--- config.mk ---
export PLATFORM = sky130hd
export DESIGN_NAME = gimbal_can_frame_decoder
export DESIGN_NICKNAME = d
export VERILOG_FILES = /design/src/hdl/gcfd_pkg.sv /design/src/hdl/gcfd_cfg.sv /design/src/hdl/gcfd_core.sv /design/src/hdl/gimbal_can_frame_decoder.sv
export SDC_FILE = /design/constraint.sdc
export NUM_CORES = 1
export LEC_CHECK = 0
export BUFFER_PORTS_ARGS = -buffer_cell sky130_fd_sc_hd__buf_4
export CAP_MARGIN = 25
export CORE_UTILIZATION = 25
export CTS_CLUSTER_SIZE = 20
export DETAILED_ROUTE_END_ITERATION = 6
export SLEW_MARGIN = 20
export SYNTH_ARGS = -nofsm -noshare
export SYNTH_HDL_FRONTEND = slang
export SYNTH_HIERARCHICAL = 1
export SYNTH_SLANG_ARGS = --single-unit
--- constraint.sdc ---
create_clock -name clk -period 10.9 [get_ports clk]
set_input_delay 2.18 -clock clk [delete_from_list [all_inputs] [get_ports clk]]
set_output_delay 2.18 -clock clk [all_outputs]
set_load 0.05 [all_outputs]
--- src/hdl/gcfd_pkg.sv ---
// Package: shared types and constants of the gimbal CAN frame decoder.
package gcfd_pkg;

	localparam int ACC_BITS  = 40;
	localparam int TURN_BITS = 16;
	localparam int OFF_BITS  = TURN_BITS + 16;
	localparam int SUM_BITS  = ((OFF_BITS > 33) ? OFF_BITS : 33) + 1;

	localparam logic [10:0] ID_YAW     = 11'h401;
	localparam logic [10:0] ID_CHASSIS = 11'h501;
	localparam logic [10:0] ID_STICK   = 11'h402;

	localparam logic [7:0] SHOOT_FIRE_A = 8'd1;
	localparam logic [7:0] SHOOT_IDLE   = 8'd2;
	localparam logic [7:0] SHOOT_FIRE_B = 8'd3;

	localparam logic [1:0] CFG_STICK_CENTER = 2'd0;
	localparam logic [1:0] CFG_FIRE_WIDTH   = 2'd1;
	localparam logic [1:0] CFG_IDLE_WIDTH   = 2'd2;

	localparam logic [15:0] STICK_CENTER_RST = 16'd1024;
	localparam logic [10:0] FIRE_WIDTH_RST   = 11'd1750;
	localparam logic [10:0] IDLE_WIDTH_RST   = 11'd1000;

	typedef struct packed {
		logic [10:0] id;
		logic [7:0]  b0;
		logic [7:0]  b1;
		logic [7:0]  b2;
		logic [7:0]  b3;
		logic [7:0]  b5;
		logic [7:0]  b6;
	} frame_t;

	typedef struct packed {
		logic [15:0] stick_center;
		logic [10:0] fire_width;
		logic [10:0] idle_width;
	} cfg_t;

endpackage

--- src/hdl/gcfd_cfg.sv ---
// Configuration register file of the gimbal CAN frame decoder.
module gcfd_cfg
	import gcfd_pkg::*;
(
	input  logic        clk,
	input  logic        arst_n,
	input  logic        cfg_we,
	input  logic [1:0]  cfg_index,
	input  logic [15:0] cfg_data,
	output cfg_t        cfg
);

	cfg_t cfg_q;

	always_ff @(posedge clk or negedge arst_n) begin
		if (!arst_n) begin
			cfg_q.stick_center <= STICK_CENTER_RST;
			cfg_q.fire_width   <= FIRE_WIDTH_RST;
			cfg_q.idle_width   <= IDLE_WIDTH_RST;
		end else if (cfg_we) begin
			unique case (cfg_index)
				CFG_STICK_CENTER: cfg_q.stick_center <= cfg_data;
				CFG_FIRE_WIDTH:   cfg_q.fire_width   <= cfg_data[10:0];
				CFG_IDLE_WIDTH:   cfg_q.idle_width   <= cfg_data[10:0];
				default: ;
			endcase
		end
	end

	assign cfg = cfg_q;

endmodule

--- src/hdl/gcfd_core.sv ---
// Decode state and per-frame update logic of the gimbal CAN frame decoder.
module gcfd_core
	import gcfd_pkg::*;
(
	input  logic                       clk,
	input  logic                       arst_n,
	input  logic                       load,
	input  frame_t                     frame,
	input  cfg_t                       cfg,
	output logic signed [32:0]         yaw_continuous,
	output logic signed [32:0]         chassis_angle,
	output logic signed [ACC_BITS-1:0] yaw_target,
	output logic signed [ACC_BITS-1:0] pitch_target,
	output logic [10:0]                pwm_width,
	output logic [7:0]                 mode_value,
	output logic                       gyro_seen
);

	localparam logic signed [TURN_BITS-1:0] TURN_MAX = {1'b0, {(TURN_BITS-1){1'b1}}};
	localparam logic signed [TURN_BITS-1:0] TURN_MIN = {1'b1, {(TURN_BITS-1){1'b0}}};
	localparam logic signed [OFF_BITS-1:0]  FULL_TURN = OFF_BITS'(36000);
	localparam logic signed [33:0]          HALF_TURN = 34'sd18000;

	function automatic logic signed [ACC_BITS-1:0] acc_sat(
		input logic signed [ACC_BITS-1:0] acc,
		input logic signed [18:0]         inc
	);
		logic signed [ACC_BITS:0] sum;
		sum = {acc[ACC_BITS-1], acc} + {{(ACC_BITS+1-19){inc[18]}}, inc};
		if (sum[ACC_BITS] != sum[ACC_BITS-1])
			acc_sat = {sum[ACC_BITS], {(ACC_BITS-1){~sum[ACC_BITS]}}};
		else
			acc_sat = sum[ACC_BITS-1:0];
	endfunction

	logic signed [32:0]          last_yaw_q;
	logic signed [TURN_BITS-1:0] turn_q;
	logic signed [OFF_BITS-1:0]  offset_q;
	logic signed [32:0]          chassis_q;
	logic signed [ACC_BITS-1:0]  yaw_acc_q;
	logic signed [ACC_BITS-1:0]  pitch_acc_q;
	logic [10:0]                 pwm_q;
	logic [7:0]                  mode_q;
	logic                        gyro_q;
	logic signed [32:0]          yaw_cont_q;

	logic [31:0]                 raw;
	logic signed [32:0]          angle;
	logic signed [33:0]          diff;
	logic                        turn_up;
	logic                        turn_dn;
	logic signed [32:0]          last_yaw_d;
	logic signed [TURN_BITS-1:0] turn_d;
	logic signed [OFF_BITS-1:0]  offset_d;
	logic signed [SUM_BITS-1:0]  yaw_sum;
	logic signed [32:0]          yaw_cont_d;
	logic signed [16:0]          ys;
	logic signed [16:0]          ps;
	logic signed [18:0]          yaw_inc;
	logic signed [18:0]          pitch_inc;
	logic                        is_yaw;

	assign is_yaw = (frame.id == ID_YAW);
	assign raw    = {frame.b0, frame.b1, frame.b2, frame.b3};
	assign angle  = 33'sd0 - $signed({raw[31], raw});
	assign diff   = {angle[32], angle} - {last_yaw_q[32], last_yaw_q};
	assign turn_up = is_yaw && (diff > HALF_TURN) && (turn_q != TURN_MAX);
	assign turn_dn = is_yaw && (diff < -HALF_TURN) && (turn_q != TURN_MIN);

	always_comb begin
		last_yaw_d = is_yaw ? angle : last_yaw_q;
		turn_d     = turn_q;
		offset_d   = offset_q;
		if (turn_up) begin
			turn_d   = turn_q + TURN_BITS'(1);
			offset_d = offset_q + FULL_TURN;
		end else if (turn_dn) begin
			turn_d   = turn_q - TURN_BITS'(1);
			offset_d = offset_q - FULL_TURN;
		end
		yaw_sum = {{(SUM_BITS-33){last_yaw_d[32]}}, last_yaw_d}
			+ {{(SUM_BITS-OFF_BITS){offset_d[OFF_BITS-1]}}, offset_d};
		if (yaw_sum[SUM_BITS-1:32] != {(SUM_BITS-32){yaw_sum[SUM_BITS-1]}})
			yaw_cont_d = {yaw_sum[SUM_BITS-1], {32{~yaw_sum[SUM_BITS-1]}}};
		else
			yaw_cont_d = yaw_sum[32:0];
	end

	assign ys = $signed({1'b0, frame.b0, frame.b1}) - $signed({1'b0, cfg.stick_center});
	assign ps = $signed({1'b0, frame.b2, frame.b3}) - $signed({1'b0, cfg.stick_center});
	assign yaw_inc   = {ys[16], ys[16], ys} + {ys[16], ys, 1'b0};
	assign pitch_inc = 19'sd0 - ({ps[16], ps[16], ps} + {ps[16], ps, 1'b0});

	always_ff @(posedge clk or negedge arst_n) begin
		if (!arst_n) begin
			last_yaw_q  <= '0;
			turn_q      <= '0;
			offset_q    <= '0;
			chassis_q   <= '0;
			yaw_acc_q   <= '0;
			pitch_acc_q <= '0;
			pwm_q       <= IDLE_WIDTH_RST;
			mode_q      <= '0;
			gyro_q      <= 1'b0;
			yaw_cont_q  <= '0;
		end else if (load) begin
			last_yaw_q <= last_yaw_d;
			turn_q     <= turn_d;
			offset_q   <= offset_d;
			yaw_cont_q <= yaw_cont_d;
			if (is_yaw)
				gyro_q <= 1'b1;
			if (frame.id == ID_CHASSIS)
				chassis_q <= angle;
			if (frame.id == ID_STICK) begin
				yaw_acc_q   <= acc_sat(yaw_acc_q, yaw_inc);
				pitch_acc_q <= acc_sat(pitch_acc_q, pitch_inc);
				mode_q      <= frame.b6;
				// any other shooting code keeps the current width
				if (frame.b5 == SHOOT_FIRE_A || frame.b5 == SHOOT_FIRE_B)
					pwm_q <= cfg.fire_width;
				else if (frame.b5 == SHOOT_IDLE)
					pwm_q <= cfg.idle_width;
			end
		end
	end

	assign yaw_continuous = yaw_cont_q;
	assign chassis_angle  = chassis_q;
	assign yaw_target     = yaw_acc_q;
	assign pitch_target   = pitch_acc_q;
	assign pwm_width      = pwm_q;
	assign mode_value     = mode_q;
	assign gyro_seen      = gyro_q;

endmodule

--- src/hdl/gimbal_can_frame_decoder.sv ---
// Top level of the gimbal CAN frame decoder: input stage, handshake and result register.
//
// Input channel: in_valid/in_ready with frame_id and payload bytes; one frame
// is taken per transfer. Output channel: out_valid/out_ready; every frame
// yields exactly one result carrying all current decoded values.
// Configuration: cfg_we writes cfg_data to register cfg_index (0 stick
// center, 1 fire width, 2 idle width) in the same cycle; other indexes are
// ignored. Writes are meant for idle periods only.
// Path: a frame accepted from the input channel is held in the input stage
// and updates the state and the result register when that register can
// advance, where out_valid rises.
// Throughput: one frame per cycle while no result waits on out_ready; the
// state update between the input stage and the result register is combinational.
// Stall: while a result waits on out_ready the input stage still takes one
// more frame; further frames wait until the result transfers.
// Reset: arst_n clears both stages, the turn count, angles and targets,
// sets the PWM width to the idle reset width and the registers to defaults.
module gimbal_can_frame_decoder
	import gcfd_pkg::*;
(
	input  logic                       clk,
	input  logic                       arst_n,
	input  logic                       in_valid,
	output logic                       in_ready,
	input  logic [10:0]                frame_id,
	input  logic [7:0]                 byte0,
	input  logic [7:0]                 byte1,
	input  logic [7:0]                 byte2,
	input  logic [7:0]                 byte3,
	input  logic [7:0]                 byte5,
	input  logic [7:0]                 byte6,
	output logic                       out_valid,
	input  logic                       out_ready,
	output logic signed [32:0]         yaw_continuous,
	output logic signed [32:0]         chassis_angle,
	output logic signed [ACC_BITS-1:0] yaw_target,
	output logic signed [ACC_BITS-1:0] pitch_target,
	output logic [10:0]                pwm_width,
	output logic [7:0]                 mode_value,
	output logic                       gyro_seen,
	input  logic                       cfg_we,
	input  logic [1:0]                 cfg_index,
	input  logic [15:0]                cfg_data
);

	cfg_t   cfg;
	frame_t frame_s1;
	logic   valid_s1;
	logic   out_valid_q;
	logic   adv;
	logic   load;

	assign adv      = !out_valid_q || out_ready;
	assign in_ready = !valid_s1 || adv;
	assign load     = adv && valid_s1;

	always_ff @(posedge clk or negedge arst_n) begin
		if (!arst_n) begin
			valid_s1    <= 1'b0;
			out_valid_q <= 1'b0;
		end else begin
			if (in_ready)
				valid_s1 <= in_valid;
			if (adv)
				out_valid_q <= valid_s1;
		end
	end

	always_ff @(posedge clk) begin
		if (in_valid && in_ready) begin
			frame_s1.id <= frame_id;
			frame_s1.b0 <= byte0;
			frame_s1.b1 <= byte1;
			frame_s1.b2 <= byte2;
			frame_s1.b3 <= byte3;
			frame_s1.b5 <= byte5;
			frame_s1.b6 <= byte6;
		end
	end

	gcfd_cfg u_cfg (
		.clk       (clk),
		.arst_n    (arst_n),
		.cfg_we    (cfg_we),
		.cfg_index (cfg_index),
		.cfg_data  (cfg_data),
		.cfg       (cfg)
	);

	gcfd_core u_core (
		.clk            (clk),
		.arst_n         (arst_n),
		.load           (load),
		.frame          (frame_s1),
		.cfg            (cfg),
		.yaw_continuous (yaw_continuous),
		.chassis_angle  (chassis_angle),
		.yaw_target     (yaw_target),
		.pitch_target   (pitch_target),
		.pwm_width      (pwm_width),
		.mode_value     (mode_value),
		.gyro_seen      (gyro_seen)
	);

	assign out_valid = out_valid_q;

endmodule

==> results of run 1 <==
-- layout by cell type, fill, tap and decap left out, types with 17 or more instances in the layout --
master,instances
maj3_1,24
o21ai_0,201
fa_1,23
dfstp_2,20
nor2_1,205
nand2b_1,52
dfrtp_1,262
inv_1,214
nor4_1,17
edfxtp_1,59
o21bai_1,40
nand2_1,244
clkbuf_16,47
nand4_1,23
xnor2_1,146
or3_1,23
ha_1,242
mux2_2,121
a21o_1,62
o21a_1,28
nor3_1,37
a21oi_1,219
mux2i_1,18
xor2_1,84
o22ai_2,29
and3_1,22
nand3_1,46
buf_4,278
nor2b_1,32
-- final timing paths --
path	cells past startpoint	start	end	slack [ns]
setup / recovery	39	frame_s1[33]	u_core/yaw_continuous[3]	1.07
hold / removal	2	frame_s1[4]	u_core/mode_value[4]	0.44
setup reg to reg	39	frame_s1[33]	u_core/yaw_continuous[3]	1.07
hold reg to reg	2	frame_s1[4]	u_core/mode_value[4]	0.44
max in group asynchronous	2	arst_n	u_core/yaw_continuous[17]	8.05
min in group asynchronous	1	arst_n	u_core/pitch_target[26]	1.56
-- state kept, by name, summed over array words and instances (netlist names) --
name / count
frame_s1: 59
u_core/pitch_target: 40
u_core/yaw_target: 40
u_cfg/cfg: 38
u_core/chassis_angle: 33
u_core/last_yaw_q: 33
u_core/yaw_continuous: 33
u_core/offset_q: 27
u_core/turn_q: 16
u_core/pwm_width: 11
u_core/mode_value: 8
out_valid: 1
u_core/gyro_seen: 1
valid_s1: 1
-- worst reg2reg max path: cells and delay by family, from the launching register on --
| kind | cells | cell delay (ns) |
|---|---|---|
| mux | 1 | 0.15 |
| simple gates | 20 | 5.07 |
| xor+xnor | 1 | 0.21 |
| flops | 1 | 0.46 |
| buf+inv | 1 | 0.24 |
| fa+ha+maj | 2 | 0.77 |
| compound gates | 14 | 2.79 |
-- cells by family after synthesis --
group | Yosys count
buffers and inverters | 311
AO/OA/AOI/OAI | 737
XOR/XNOR | 235
AND/OR/NAND/NOR | 771
flip-flops | 341
adder cells (fa/ha/maj) | 289
multiplexers | 140
-- Yosys cell counts, drive strengths merged, types with 47 or more instances --
master,count,area share
mux2,121,0.052
xnor2,147,0.050
nand3,47,0.0092
clkbuf,71,0.010
inv,214,0.031
xor2,85,0.029
nand2b,52,0.013
a21o,62,0.018
o21ai,205,0.039
ha,242,0.12
a21oi,224,0.044
edfxtp,59,0.068
dfrtp,262,0.25
nor2,206,0.030
nand2,247,0.036
-- metal layers --
metal	share of wire	wire [µm]	vias to the layer above
met4	0.031	2490	12
met1	0.48	38300	10100
met2	0.43	34500	469
li1	-	-	10500
met3	0.063	5090	107
met5	0.00085	68	-
-- area by class of cell --
class	instances	area [µm²]
fillers	10800	71500
multi-input cells	2172	15900
flip-flops and latches	341	8850
repair buffers	282	2160
well taps	1368	1710
clock buffers	61	1320
inverters	214	803
clock inverters	18	153
diodes	2	5.00
-- metrics by stage --
step,instances,hold slack [ns],worst slack (ns),cell area [µm²],total power (µW)
after floorplan,2824,0.415,1.75,26000,3600
after global placement,4375,0.417,1.14,29400,4180
after detailed placement,4376,0.430,0.825,29400,4210
after CTS,4455,0.440,0.812,30900,5770
after global routing,4457,0.473,0.107,30900,6160
final,4458,0.438,1.07,31000,5710
-- power breakdown --
group / total [µW] / switching [µW] / internal, µW
Combinational: 2790 / 1610 / 1180
Sequential: 1410 / 45.2 / 1360
Clock: 1510 / 615 / 892
==> flow_summary.ini, run 1 <==
[finish]
drive_above_1_share = 0.186
final_util = 0.302
fin_nets = 3402
syn2layout_area_growth_pct = 19.1

[drt]
routed_via_density = 4.75
vias = 21200
drc = 0
routedWlPerCell_um = 18.1
drt_iter0_drc = 1297
drtAntennaViolNets = 0
wirelength_um = 80500
drt_pre_antenna_iters = 5

[clock_tree]
cts_buffer_depth = 3
cts_buffers = 44
path_clk_slew_ns = 0.06
htreeDepth = 2
cts-resized-gates = 0
clk_latency_ns = 0.60
root_buffer = clkbuf_16
postCtsSetupRepairBufs = 0
cts.sinks = 341
cts_tree = done
hold_buffers = 0

[die]
die_area_um2 = 105000
fp.dieH_um = 324
core-area_um2 = 102000
die_x_um = 324
rows = 117
start_util = 0.254
io_pins = 250

[yosys]
synth_edf_count = 59
avgSynthCellArea_um2 = 9.20
async_flop_share = 0.827
syn-num-nets = 3171
synth-xor-area-share = 0.0808
ys_warn_count = 6
syn-cell-area_um2 = 26000
ys.flop_type = dfrtp_1
synth_top_family_by_area = compound AO/OA/AOI/OAI gates
ys_seq_elements = 341
synth_compound_area_frac = 0.184
seq_area_frac_synth = 0.341
synth_cell_types = 102
synthAdderAreaFrac = 0.143
yosys.area_share.simple = 0.143
syn_inst = 2824
muxShareOfSynthArea = 0.0602

[setup_path]
crit_type = flop to flop
cp_common_cell = a21oi_1
cp-end-kind = flop
arrival_ns = 10.27
critPathBufInv = 1
crit_slowest_cell = or4_1
cp-start-kind = flop
cpPeakStageDelay_ns = 0.67
worstPathRequired_ns = 11.34
cp_max_fo = 29
critical_path.top_delay_family = simple AND/OR/NAND/NOR gates

[flow_run]
maxCapViolations = 0

[global_routing]
met3_usage = 0.0365
met1_usage = 0.206
top_usage_layer = met2
gr-total-overflow = 0
grt_pass1_vias = 20500
grt_pass1_wl_um = 123000
grt_start_max_net_pins = 149
antenna_found_initial = 8
grtUsageMet2 = 0.225
grt_usage = 0.149

[power_and_ir_drop]
power_density_nw_per_um2 = 184
p_leak_uw = 0.0144
irDropWorstVdd_v = 0.000184

[placed_design]
place_congestion = 0.913
port_buffers = 249
dpl.hpwl_um = 62500

[sta]
hold_viol = 0
finalCriticalPeriod_ns = 9.83
final.period_utilization = 0.902
tightest_slew_ns = 1.00
skew_ns = 0.0205
setup_viol = 0
rsz0062_at_grt = false
fin_setup_tns_ns = 0
slew_headroom = 0.332
report.final.slew_viol_count = 0
timing.fmax_mhz = 102

[hold_path]
hold_path_class = flop to flop

[status]
status = completed
Note: power is estimated with default switching activity, not from simulation.
==> run 2: changes to the inputs <==
==> constraint.sdc (replaced) <==
create_clock -name clk -period 8.25 [get_ports clk]
set_input_delay 1.65 -clock clk [delete_from_list [all_inputs] [get_ports clk]]
set_output_delay 1.65 -clock clk [all_outputs]
set_load 0.05 [all_outputs]
==> flow_summary.ini, run 2 (same netlist as run 1, synthesis figures left out) <==
[status]
status = finished, violations left
failed_checks = setup timing

[drt]
vias = 22600
drt_pre_antenna_iters = 5
drc = 0
drtAntennaViolNets = 0
wirelength_um = 82500
drt_iter0_drc = 1169
routedWlPerCell_um = 17.2
routed_via_density = 4.70

[power_and_ir_drop]
p_seq_frac = 0.225
swShare = 0.383
share_comb_of_total_power = 0.530
p_int_uw = 5080
power_density_nw_per_um2 = 239
clockPowerShare = 0.245
power.switching_uw = 3150
irDropWorstVdd_v = 0.000168
p_leak_uw = 0.0163

[clock_tree]
cts_buffers = 43
path_clk_slew_ns = 0.06
cts_buffer_depth = 3
clk_latency_ns = 0.59
htreeDepth = 2
cts.sinks = 341
cts_tree = done
root_buffer = clkbuf_16

[sta]
hold_viol = 0
finalCriticalPeriod_ns = 8.45
tightest_slew_ns = 1.06
skew_ns = 0.0196
report.final.slew_viol_count = 0
final.period_utilization = 1.02
timing.fmax_mhz = 118
setup_viol = 31
layout_setup_ws_ns = -0.195
rsz0062_at_grt = true
slew_headroom = 0.275

[global_routing]
grt_pass1_vias = 22000
gr-total-overflow = 0
antenna_found_initial = 18
grt_usage = 0.150
grt_start_max_net_pins = 126
grt_pass1_wl_um = 125000

[setup_path]
worstPathRequired_ns = 8.68
crit_type = flop to flop
r2r_start = frame_s1[33]
cpPeakStageDelay_ns = 0.60
cp-start-kind = flop
cp-end-kind = flop
cp_max_fo = 10
cp-startpoint = frame_s1[33]
arrival_ns = 8.88
crit_slowest_cell = or4_4

[finish]
mostFrequentLayoutCells = 608 x buf_4, 262 x dfrtp_1, 238 x nand2_1, 233 x ha_1, 210 x inv_1
final_util = 0.337
nFillCells = 10600
fin_nets = 3748
largest_reg_flops = 59
final_cell_area_um2 = 34500
drive_above_1_share = 0.303
final_common_cell = buf_4
syn2layout_area_growth_pct = 32.7
regMostFlops = frame_s1

[die]
rows = 117
fp.dieH_um = 324
core-area_um2 = 102000
die_area_um2 = 105000
io_pins = 250
start_util = 0.254
die_x_um = 324

[flow_run]
maxCapViolations = 0

[hold_path]
min_from = frame_s1[7]
hold_path_class = flop to flop

[placed_design]
port_buffers = 249
place_congestion = 0.846
placed_area_um2 = 31800
pre_cts_ws_ns = -0.494
dpl.hpwl_um = 62600
[run 2: worst paths after layout]
check                      cells after the start  slack [ns]                   endpoint
hold / removal                                 2        0.43       u_core/mode_value[7]
hold reg to reg                                2        0.43       u_core/mode_value[7]
min in group asynchronous                      1        1.10       u_core/mode_value[2]
max in group asynchronous                      2        5.93  u_core/yaw_continuous[32]
setup reg to reg                              39       -0.20   u_core/yaw_continuous[2]
setup / recovery                              39       -0.20   u_core/yaw_continuous[2]
[run 2: cell type report]
type / instances / area, µm² / share of cell area
sequential: 341 / 8850 / 0.257
timing repair buffer: 629 / 4920 / 0.143
antenna: 2 / 5.00 / 0.000145
tap: 1368 / 1710 / 0.0496
clock inverter: 22 / 290 / 0.00842
multi-input combinational: 2172 / 16700 / 0.485
clock buffer: 56 / 1190 / 0.0344
inverter: 214 / 803 / 0.0233
[run 2: routing by layer]
| layer | up-vias | track usage | wire length, µm |
|---|---|---|---|
| met5 | - | 0 | 180 |
| met4 | 30 | 0.0529 | 2710 |
| met3 | 138 | 0.0382 | 5280 |
| met2 | 432 | 0.230 | 35700 |
| met1 | 10800 | 0.203 | 38600 |
| li1 | 11200 | - | - |
[run 2: worst max-delay path: cells and delay by family (launching register included)]
kind | cells | cell delay [ns]
adders and majority gates | 2 | 0.52
buffers and inverters | 4 | 0.57
xor gates and xnor gates | 2 | 0.29
DFF | 1 | 0.39
AOI/OAI and AO/OA | 16 | 2.44
muxes | 1 | 0.25
and+or+nand+nor | 14 | 3.82
[run 2: through the flow]
step | hold WS [ns] | instances | power [µW] | TNS (ns)
2_1_floorplan | 0.415 | 2824 | 4760 | 0
3_3_place_gp | 0.418 | 4676 | 5970 | -18.50
3_5_place_dp | 0.423 | 4676 | 6020 | -22.62
4_1_cts | 0.435 | 4772 | 8130 | 0
5_1_grt | 0.446 | 4803 | 8910 | -18.12
6_report | 0.429 | 4804 | 8230 | -4.20
[run 2: power groups by stage]
stage	combinational, µW	clock, µW	sequential, µW
floorplan	2840	0	1920
global placement	4090	0	1880
detailed placement	4140	0	1880
CTS	4190	2090	1850
global route	4900	2140	1860
finish	4360	2020	1850
[run 2: what timing repair did]
item,in CTS,in global routing
endpoints found under the setup margin,72,109
cloned,0,6
hold buffers,0,0
resized for setup,55,132
pin swaps,29,99
setup buffers,18,23
